### src/rtl/core/bclru_pkg.sv
// Package for the block cache LRU directory: item structs, status and kind codes,
// the sequencer state type and the entry tag layout.
// No dependencies.
`default_nettype none

package bclru_pkg;

   // request kinds
   localparam logic [1:0] KIND_FETCH = 2'd0;
   localparam logic [1:0] KIND_FILL  = 2'd1;
   localparam logic [1:0] KIND_STORE = 2'd2;

   // result status codes
   localparam logic [2:0] ST_HIT         = 3'd0;
   localparam logic [2:0] ST_MISS_ALLOC  = 3'd1;
   localparam logic [2:0] ST_RETRY_PEND  = 3'd2;
   localparam logic [2:0] ST_RETRY_NONE  = 3'd3;
   localparam logic [2:0] ST_STORE_HIT   = 3'd4;
   localparam logic [2:0] ST_STORE_ALLOC = 3'd5;
   localparam logic [2:0] ST_STORE_DROP  = 3'd6;
   localparam logic [2:0] ST_FILL_ACC    = 3'd7;

   localparam int STAMP_W = 64;
   localparam int LBA_W   = 64;
   localparam int DEV_W   = 4;
   localparam int WAY_W   = 7;

   typedef struct packed {
      logic [1:0]       kind;
      logic [DEV_W-1:0] device_id;
      logic [LBA_W-1:0] lba;
      logic [WAY_W-1:0] fill_way;
      logic             fill_ok;
   } req_type;

   typedef struct packed {
      logic [2:0]       status;
      logic [WAY_W-1:0] way;
   } rsp_type;

   // tag half of a directory entry
   typedef struct packed {
      logic [DEV_W-1:0] device_id;
      logic [LBA_W-1:0] lba;
   } tag_type;

   // outputs of the shared compare unit
   typedef struct packed {
      logic tag_eq;
      logic stamp_lt;
   } cmp_res_type;

   typedef enum logic [1:0] {
      SEQ_IDLE,
      SEQ_SCAN,
      SEQ_ACT,
      SEQ_RESP
   } seq_state_type;

endpackage

`default_nettype wire

### src/rtl/core/bclru_cmp.sv
// Shared compare unit: tag equality against the request and stamp ordering
// against the best LRU candidate so far. Depends on bclru_pkg.
`default_nettype none

module bclru_cmp
   import bclru_pkg::*;
(
   input  wire tag_type            entry_tag,
   input  wire logic [STAMP_W-1:0] entry_stamp,
   input  wire logic [DEV_W-1:0]   req_device,
   input  wire logic [LBA_W-1:0]   req_lba,
   input  wire logic [STAMP_W-1:0] best_stamp,
   output      cmp_res_type        res
);

   // one entry per cycle goes through here
   always_comb begin
      res.tag_eq   = (entry_tag.device_id == req_device) && (entry_tag.lba == req_lba);
      res.stamp_lt = entry_stamp < best_stamp;
   end

endmodule

`default_nettype wire

### config.mk
export PLATFORM = sky130hd
export DESIGN_NAME = bclru_cmp
export DESIGN_NICKNAME = d
export VERILOG_FILES = /design/src/rtl/core/bclru_pkg.sv /design/src/rtl/core/bclru_cmp.sv
export SDC_FILE = /design/constraint.sdc
export NUM_CORES = 1
export LEC_CHECK = 0
export ABC_CLOCK_PERIOD_IN_PS = 7300
export BUFFER_PORTS_ARGS = -buffer_cell sky130_fd_sc_hd__buf_2
export CORE_AREA = 4 4 101 103
export DETAILED_ROUTE_END_ITERATION = 8
export DIE_AREA = 0 0 105 107
export PLACE_DENSITY = 0.64
export SETUP_SLACK_MARGIN = 0.3
export SLEW_MARGIN = 10
export SYNTH_ARGS = -nofsm -noshare
export SYNTH_HDL_FRONTEND = slang
export SYNTH_SLANG_ARGS = --single-unit
### constraint.sdc
create_clock -name vclk -period 7.3
set_input_delay 2.19 -clock vclk [all_inputs]
set_output_delay 2.19 -clock vclk [all_outputs]
set_load 0.02 [all_outputs]
Yosys cells after proc, flatten, opt, wreduce, memory -nomap -nowiden
Index checks and enable logic that the tools add are counted.
{"block": "classes", "order_cmp": 1, "reduce_logical": 1, "n_eq_ne": 2}
{"op": "$eq A64 B64 Y1", "n": 1}
{"op": "$lt A64 B64 Y1", "n": 1}
{"op": "$eq A4 B4 Y1", "n": 1}
{"op": "$logic_and A1 B1 Y1", "n": 1}
{"block": "word_totals", "input_bits": 264, "register_bits": 0, "wordCells": 4, "out_inout_bits": 2}

Longest topological paths before layout
Gate-level depths: netlist (run 1).
{"block": "depth", "depth_word": 2, "ltp_mapped": 8, "mapped_depth_nobuf": 8}

Worst setup path after synthesis (run 1)
OpenSTA, ideal clock, no wires.
{"block": "synth_timing", "kind": "input to output", "start": "input best_stamp[46]", "end": "output res[0] in the netlist's numbering", "path_stages": 8, "slack_ps": 1432, "t_required_ps": 5110, "arrival_time_ps": 3678, "path_buffers": 0, "cell_sequence": "inv_1 > ha_1 > a21oi_1 > nand2_1 > a221o_1 > o31ai_1 > nand2_1 > a221oi_2"}
{"element": "from (decl)", "line_no": "bclru_cmp.sv:12", "source": "input wire logic [STAMP_W-1:0] best_stamp,"}
{"element": "to (decl)", "line_no": "bclru_cmp.sv:13", "source": "output cmp_res_type res"}

==> reports/qor.txt, run 1 <==
Layout cells sized above 1: 46.21%
Min-Delay Path Class: input pin to output pin
Gate power share: 100.0%
Critical Path Stages: 9
Total number of vias: 3186
CP max stage delay: 0.32 ns
Pin count of the biggest net entering global routing: 5
Final slew viol count: 0
Internal power: 106.4 uW
Starting Density: 25.14%
IO Port Bufs: 266
RSZ-0062 raised after global routing: false
Top cells by count, synth: inv_1, ha_1, xor2_1
Mapped Avg Cell Area: 7.364 sq um
Finished Cell Area: 0.003787 sq mm
Distinct cells, synth: 28
Final worst slack: 1.153 ns
Core area: 0.009196 sq mm
DR top layer: met5
Part of the power in registers: 0%
Sw frac: 43.84%
Part of the cycle the worst path needs: 84.21%
First-pass GRT wire length: 14590 um
Required @ worst endpoint: 5.11 ns
Resize count post-CTS: 0
Kind of end point of the critical path: output pin
Antenna violations before repair: 4
Post-CTS Hold Fix Bufs: 0
Total wire length: 9942 um
Hold Violations, Final: 0
Clkbuf count: 0
TNS Setup: 0 ns
WL/cell: 14.35 um
Synth Warn #: 0
Area fraction of the dominant cell type after synthesis: 34.09%
LEAKAGE: 2.292 nW
Syn Nets: 641
Final Setup Violations: 0
Met2 wire len: 5498 um
VDD IR max: 0.02606 mV
CP top delay family: compound AO/OA/AOI/OAI gates
Buf/Inv on CP: 2
Post-DP Area: 0.003782 sq mm
Routed Antenna Nets: 0
Fill count: 979
CP Class: input pin to output pin
Die height: 107 um
DRC errors left: 0
PD cells: 50.02 mW/mm^2
Flip-flop and latch count: 0
Max_cap viols: 0
CP max FO: 4
Slew headroom: 75.09%
Cell mode on critical path: buf_2
Slowest cell on the critical path: ha_1
Met1 wire length: 3078 um
Die Wd: 105 um
Slew @ Worst Pin: 0.3642 ns
CP cell instances: buf_2 > ha_1 > nand4_1 > nor2_1 > a221o_1 > o31ai_1 > nand2_1 > a221oi_2 > buf_2
Overflow after GRT: 0
Post-CTS Setup Inserts: 0
Final nets: 909
Mapped Cells: 314
Layout area overhead: 63.80%
Met3 WL post-DR: 1140 um
Max frequency: 162.7 MHz
Routability Congestion: 0.9082
IO Pins: 266
Most frequent cell after synthesis: inv_1
Overall routing resource usage: 15.89%
Status: complete, no violations
Area leader, netlist: ha_1
DRT iter0 DRCs: 85
Min cycle time layout: 6.147 ns
NetSw: 83.05 uW
Storage cell area: 0 sq um
Worst Hold Depth: 4
Clock power share: 0%
Pre-CTS setup slack: 1.159 ns
Synthesized area: 0.002312 sq mm
Die area: 0.01124 sq mm
Sequential share of the synthesized area: 0%
Top cells by area, synth: ha_1, xor2_1, xnor2_1, inv_1, nand4_1
DP HPWL: 9614 um
Crit start category: input pin
Site row count: 35
DR vias/cell: 4.597
TritonRoute pass-1 iters: 6
Critical path arrival: 3.96 ns
Vias in the first global route: 3291
-- per-stage QoR --
stage	instances	hold slack [ns]	power [mW]	utilization, %
after floorplan	314	4.619	0.09166	-
after global placement	691	4.849	0.1843	41.13
after detailed placement	691	4.849	0.1904	41.13
after CTS	691	4.849	0.1915	41.13
after global routing	693	4.883	0.2161	41.18
final	693	4.841	0.1895	41.18
-- routing by layer --
| metal | vias to the layer above | track usage [%] |
|---|---|---|
| li1 | 1628 | - |
| met1 | 1356 | 14.39 |
| met2 | 178 | 33.27 |
| met3 | 20 | 5.840 |
| met4 | 4 | 2.999 |
| met5 | - | 0 |
-- power groups by stage --
stage	clock, mW	combinational, mW	sequential (mW)
after global routing	0.0000000367	0.216	0
final	0.0000000368	0.189	0
after floorplan	0	0.0917	0
after detailed placement	0	0.190	0
after global placement	0	0.184	0
after CTS	0	0.191	0
-- cells by family after synthesis --
kind of cell             count (synthesis)  share of synthesized area, %
buffers and inverters                   64                         10.39
adder cells (fa/ha/maj)                 63                         34.09
AO/OA/AOI/OAI                           48                         13.58
AND/OR/NAND/NOR                         71                         16.18
XOR/XNOR                                68                         25.76
-- cells in the final DEF, fill, tap and decap left out, drive strengths merged, types with 9 or more instances in the layout --
| master | count |
|---|---|
| a21oi | 22 |
| xor2 | 36 |
| nand4 | 19 |
| nand2 | 15 |
| xnor2 | 32 |
| nor2 | 9 |
| ha | 63 |
| nor4 | 12 |
| inv | 64 |
| nand3 | 10 |
| buf | 266 |
-- worst paths after layout --
path,from,endpoint,slack [ns]
max,entry_stamp[46],res[0],1.15
min,entry_stamp[63],res[0],4.84
-- area by class of cell --
class	count	area, sq um	area share (%)
repair buffers	266	1331	35.15
well taps	111	138.9	3.667
multi-input cells	250	2072	54.71
inverters	64	240.2	6.343
diodes	2	5.005	0.1321
No activity file was read; power rests on OpenSTA's default activity.
==> run 2, diff against run 1 <==
--- a/config.mk
+++ b/config.mk
@@ -5,7 +5,7 @@
 export SDC_FILE = /design/constraint.sdc
 export NUM_CORES = 1
 export LEC_CHECK = 0
-export ABC_CLOCK_PERIOD_IN_PS = 7300
+export ABC_CLOCK_PERIOD_IN_PS = 6370
 export BUFFER_PORTS_ARGS = -buffer_cell sky130_fd_sc_hd__buf_2
 export CORE_AREA = 4 4 101 103
 export DETAILED_ROUTE_END_ITERATION = 8
==> constraint.sdc (replaced) <==
create_clock -name vclk -period 6.37
set_input_delay 1.911 -clock vclk [all_inputs]
set_output_delay 1.911 -clock vclk [all_outputs]
set_load 0.02 [all_outputs]
==> run 2 against run 1 <==
  * Flip-flop and latch count stayed put
  * Core utilization is essentially flat
  * Critical path depth stayed put
  * Via count fell by 2.7%
  * Count of clock-buffer cells in the layout unchanged
  * Non-clock buffer count unchanged
  * Global-route usage is 0.10 points lower
  * Critical path type unchanged
  * Final area about the same
  * First-iteration DRC count fell by 33%
  * Wire length shrank 1.3%
==> reports/qor.txt, run 2 (same netlist as run 1, synthesis figures left out) <==
Status: complete, no violations
Post-DP Area: 0.003782 sq mm (unchanged)
Final Setup Violations: 0 (unchanged)
CP max FO: 4 (unchanged)
DR vias/cell: 4.465 (-2.9%)
First-pass GRT wire length: 14530 um (-0.42%)
Worst Hold Depth: 4 (unchanged)
Most frequent cells in the layout: buf_2, inv_1, ha_1
Slew @ Worst Pin: 0.3593 ns (-0.004882 ns)
Die Wd: 105 um (unchanged)
Die area: 0.01124 sq mm (unchanged)
Most common cell after layout, fill and taps aside: buf_2
Vias in the first global route: 3211 (-2.4%)
Flip-flop and latch count: 0 (unchanged)
Max frequency: 178.4 MHz
CP Class: input pin to output pin
Min-Delay Path Class: input pin to output pin
Required @ worst endpoint: 4.46 ns (-0.65 ns)
Overall routing resource usage: 15.79% (-0.10 points)
Routability Congestion: 0.9113 (+0.34%)
Clkbuf count: 0 (unchanged)
Pin count of the biggest net entering global routing: 5 (unchanged)
Die height: 107 um (unchanged)
Crit start category: input pin
Min-delay src: entry_stamp[63]
Post-CTS Hold Fix Bufs: 0 (unchanged)
Max_cap viols: 0 (unchanged)
Total wire length: 9808 um (-1.3%)
RSZ-0062 raised after global routing: false
Overflow after GRT: 0 (unchanged)
IO Port Bufs: 266 (unchanged)
Core area: 0.009196 sq mm (unchanged)
Starting Density: 25.14% (unchanged)
Layout area overhead: 63.91% (about the same)
Min cycle time layout: 5.604 ns
Resize count post-CTS: 0 (unchanged)
Part of the cycle the worst path needs: 87.97%
Critical path arrival: 3.69 ns (-0.27 ns)
Site row count: 35 (unchanged)
Final Non-Filler Cells: 694 (+0.14%)
Final slew viol count: 0 (unchanged)
IO Pins: 266 (unchanged)
Hold Crit Endpoint: res[0]
Antenna violations before repair: 4 (unchanged)
Routed Antenna Nets: 0 (unchanged)
Finished Cell Area: 0.003790 sq mm (about the same)
DRC errors left: 0 (unchanged)
DRT iter0 DRCs: 57 (-33%)
Kind of end point of the critical path: output pin
TritonRoute pass-1 iters: 4 (-2)
Hold Violations, Final: 0 (unchanged)
WL/cell: 14.13 um (-1.5%)
Slew headroom: 75.43% (+0.33 points)
Storage cell area: 0 sq um (unchanged)
VDD IR max: 0.02951 mV (+13%)
Cells after DPL: 691 (unchanged)
PD cells: 57.14 mW/mm^2 (+14%)
TNS Setup: 0 ns (unchanged)
Total number of vias: 3099 (-2.7%)
Final nets: 909 (unchanged)
Layout cells sized above 1: 46.21% (unchanged)
DP HPWL: 9539 um (-0.78%)
Post-CTS Setup Inserts: 0 (unchanged)
LEAKAGE: 2.292 nW (unchanged)
[run 2: final cells by class]
| class | count | area, sq um |
|---|---|---|
| Fill cell | 980 | 5406 |
| Multi-Input combinational cell | 250 | 2072 |
| Timing Repair Buffer | 266 | 1331 |
| Inverter | 64 | 240.2 |
| Tap cell | 111 | 138.9 |
| Antenna cell | 3 | 7.507 |
[run 2: worst max-delay path, cell delays in order]
cell	delay (ns)
buf_2	0.10
ha_1	0.32
nand4_1	0.19
nor2_1	0.07
a221o_1	0.32
o31ai_1	0.28
nand2_1	0.10
a221oi_2	0.19
buf_2	0.22
[run 2: power breakdown]
part	internal (mW)	total, mW	switching, mW
clock network	0.0000000630	0.0000000630	0
logic	0.122	0.217	0.0949
registers	0	0	0
[run 2: layer usage]
| metal | vias up | track usage (%) | wire (um) |
|---|---|---|---|
| met3 | 14 | 6.020 | 1113 |
| li1 | 1630 | - | - |
| met1 | 1299 | 14.00 | 3119 |
| met5 | - | 0 | 7 |
| met4 | 2 | 2.343 | 161 |
| met2 | 154 | 33.59 | 5406 |
[run 2: worst max path at each step]
stage,from,slack [ns],cells past startpoint,to
3_5_place_dp,entry_stamp[13],0.76,8,res[0]
5_1_grt,best_stamp[46],0.58,10,res[0]
2_1_floorplan,best_stamp[46],1.06,8,res[0]
6_report,entry_stamp[46],0.77,9,res[0]
4_1_cts,entry_stamp[13],0.76,8,res[0]
3_3_place_gp,entry_stamp[13],0.80,8,res[0]
[run 2: through the flow]
step	hold slack [ns]	setup WS (ns)	total power [mW]	utilization [%]
global route	4.327	0.5773	0.2482	41.21
floorplan	4.061	1.060	0.1050	-
CTS	4.292	0.7611	0.2192	41.13
finish	4.289	0.7660	0.2165	41.21
global placement	4.291	0.8035	0.2112	41.13
detailed placement	4.291	0.7641	0.2178	41.13
==> run 3, diff against run 2 <==
--- a/config.mk
+++ b/config.mk
@@ -11,6 +11,7 @@
 export DETAILED_ROUTE_END_ITERATION = 8
 export DIE_AREA = 0 0 105 107
 export PLACE_DENSITY = 0.64
+export RECOVER_POWER = 25
 export SETUP_SLACK_MARGIN = 0.3
 export SLEW_MARGIN = 10
 export SYNTH_ARGS = -nofsm -noshare
==> run 3 against run 2 <==
  * Combinational power barely moved
  * Die area did not move
  * Largest power group unchanged
  * Count of clock-buffer cells in the layout did not move
  * Critical endpoint unchanged
==> reports/qor.txt, run 3 (same netlist as run 1, synthesis figures left out) <==
Status: complete, no violations
IO Port Bufs: 266 (unchanged)
First-pass GRT wire length: 14530 um (unchanged)
Max frequency: 178.4 MHz (unchanged)
WL/cell: 14.13 um (unchanged)
Crit start category: input pin
Min cycle time layout: 5.604 ns (unchanged)
Overall routing resource usage: 15.79% (unchanged)
Kind of end point of the critical path: output pin
CP max stage delay: 0.32 ns (about the same)
Min-delay src: entry_stamp[63]
Total number of vias: 3099 (unchanged)
Clkbuf count: 0 (unchanged)
Cell mode on critical path: buf_2
Slew @ Worst Pin: 0.3593 ns (unchanged)
TNS Setup: 0 ns (unchanged)
CP max FO: 4 (unchanged)
Routed Antenna Nets: 0 (unchanged)
Hold Crit Endpoint: res[0]
Critical path arrival: 3.69 ns (about the same)
CP cell instances: buf_2 > ha_1 > nand4_1 > nor2_1 > a221o_1 > o31ai_1 > nand2_1 > a221oi_2 > buf_2
Post-CTS Setup Inserts: 0 (unchanged)
CP Class: input pin to output pin
Pin count of the biggest net entering global routing: 5 (unchanged)
Site row count: 35 (unchanged)
Die height: 107 um (unchanged)
Final slew viol count: 0 (unchanged)
Core area: 0.009196 sq mm (unchanged)
DR vias/cell: 4.465 (unchanged)
Antenna violations before repair: 4 (unchanged)
DRT iter0 DRCs: 57 (unchanged)
IO Pins: 266 (unchanged)
RSZ-0062 raised after global routing: false
Starting Density: 25.14% (unchanged)
Area of the multi-input gates: 0.002072 sq mm (unchanged)
Fill count: 980 (unchanged)
DRC errors left: 0 (unchanged)
Final nets: 909 (unchanged)
PD cells: 57.16 mW/mm^2 (about the same)
Flip-flop and latch count: 0 (unchanged)
Buf/Inv on CP: 2 (unchanged)
TritonRoute pass-1 iters: 4 (unchanged)
Post-CTS Hold Fix Bufs: 0 (unchanged)
CP top delay family: compound AO/OA/AOI/OAI gates
Slowest cell on the critical path: ha_1
Total wire length: 9808 um (unchanged)
Slew headroom: 75.43% (unchanged)
LEAKAGE: 2.287 nW (-0.19%)
Part of the cycle the worst path needs: 87.97% (unchanged)
Routability Congestion: 0.9113 (unchanged)
Overflow after GRT: 0 (unchanged)
Worst Hold Depth: 4 (unchanged)
Die area: 0.01124 sq mm (unchanged)
Vias in the first global route: 3211 (unchanged)
Required @ worst endpoint: 4.46 ns (about the same)
Hold Violations, Final: 0 (unchanged)
Resize count post-CTS: 0 (unchanged)
Max_cap viols: 0 (unchanged)
Storage cell area: 0 sq um (unchanged)
DP HPWL: 9539 um (unchanged)
VDD IR max: 0.02951 mV (about the same)
Most common cell after layout, fill and taps aside: buf_2
Min-Delay Path Class: input pin to output pin
Layout area overhead: 63.85% (about the same)
Most frequent cells in the layout: buf_2, inv_1, ha_1
Die Wd: 105 um (unchanged)
Layout cells sized above 1: 46.03% (-0.17 points)
Final Setup Violations: 0 (unchanged)
Final Total Pwr: 216.5 uW (about the same)
-- run 3: changes by cell type in the layout (fill, tap and decap cells not counted), sizes merged --
cell,previous run,this run
clkbuf,0,1
buf,266,265
-- run 3: per-stage QoR --
stage	utilization, %	hold WS [ns]	setup slack (ns)	cells	cell area (sq um)
finish	41.20	4.289	0.7660	694	3789
global placement	41.13	4.291	0.8035	691	3782
floorplan	-	4.061	1.060	314	2312
detailed placement	41.13	4.291	0.7641	691	3782
CTS	41.13	4.292	0.7611	691	3782
global route	41.20	4.327	0.5773	694	3789
-- run 3: power breakdown --
part           switching, mW  internal [mW]  leakage (nW)
Sequential                 0              0             0
Clock                      0   0.0000000630     0.0000190
Combinational         0.0949          0.122          2.29
Total                 0.0949          0.122          2.29
-- run 3: area by class of cell --
type,count,area share [%]
inverter,64,6.341
multi-input combinational,250,54.69
tap,111,3.666
antenna,3,0.1982
timing repair buffer,266,35.11
-- run 3: per-layer routing --
layer,vias to the layer above,wire [um],track usage [%]
li1,1630,-,-
met1,1299,3119,14.00
met2,154,5406,33.59
met3,14,1113,6.020
met4,2,161,2.343
met5,-,7,0
-- run 3: worst max path at each step --
| stage | slack [ns] | end | start | cells past startpoint |
|---|---|---|---|---|
| final | 0.77 | res[0] | entry_stamp[46] | 9 |
| after global routing | 0.58 | res[0] | best_stamp[46] | 10 |
| after CTS | 0.76 | res[0] | entry_stamp[13] | 8 |
| after detailed placement | 0.76 | res[0] | entry_stamp[13] | 8 |
| after global placement | 0.80 | res[0] | entry_stamp[13] | 8 |
| after floorplan | 1.06 | res[0] | best_stamp[46] | 8 |
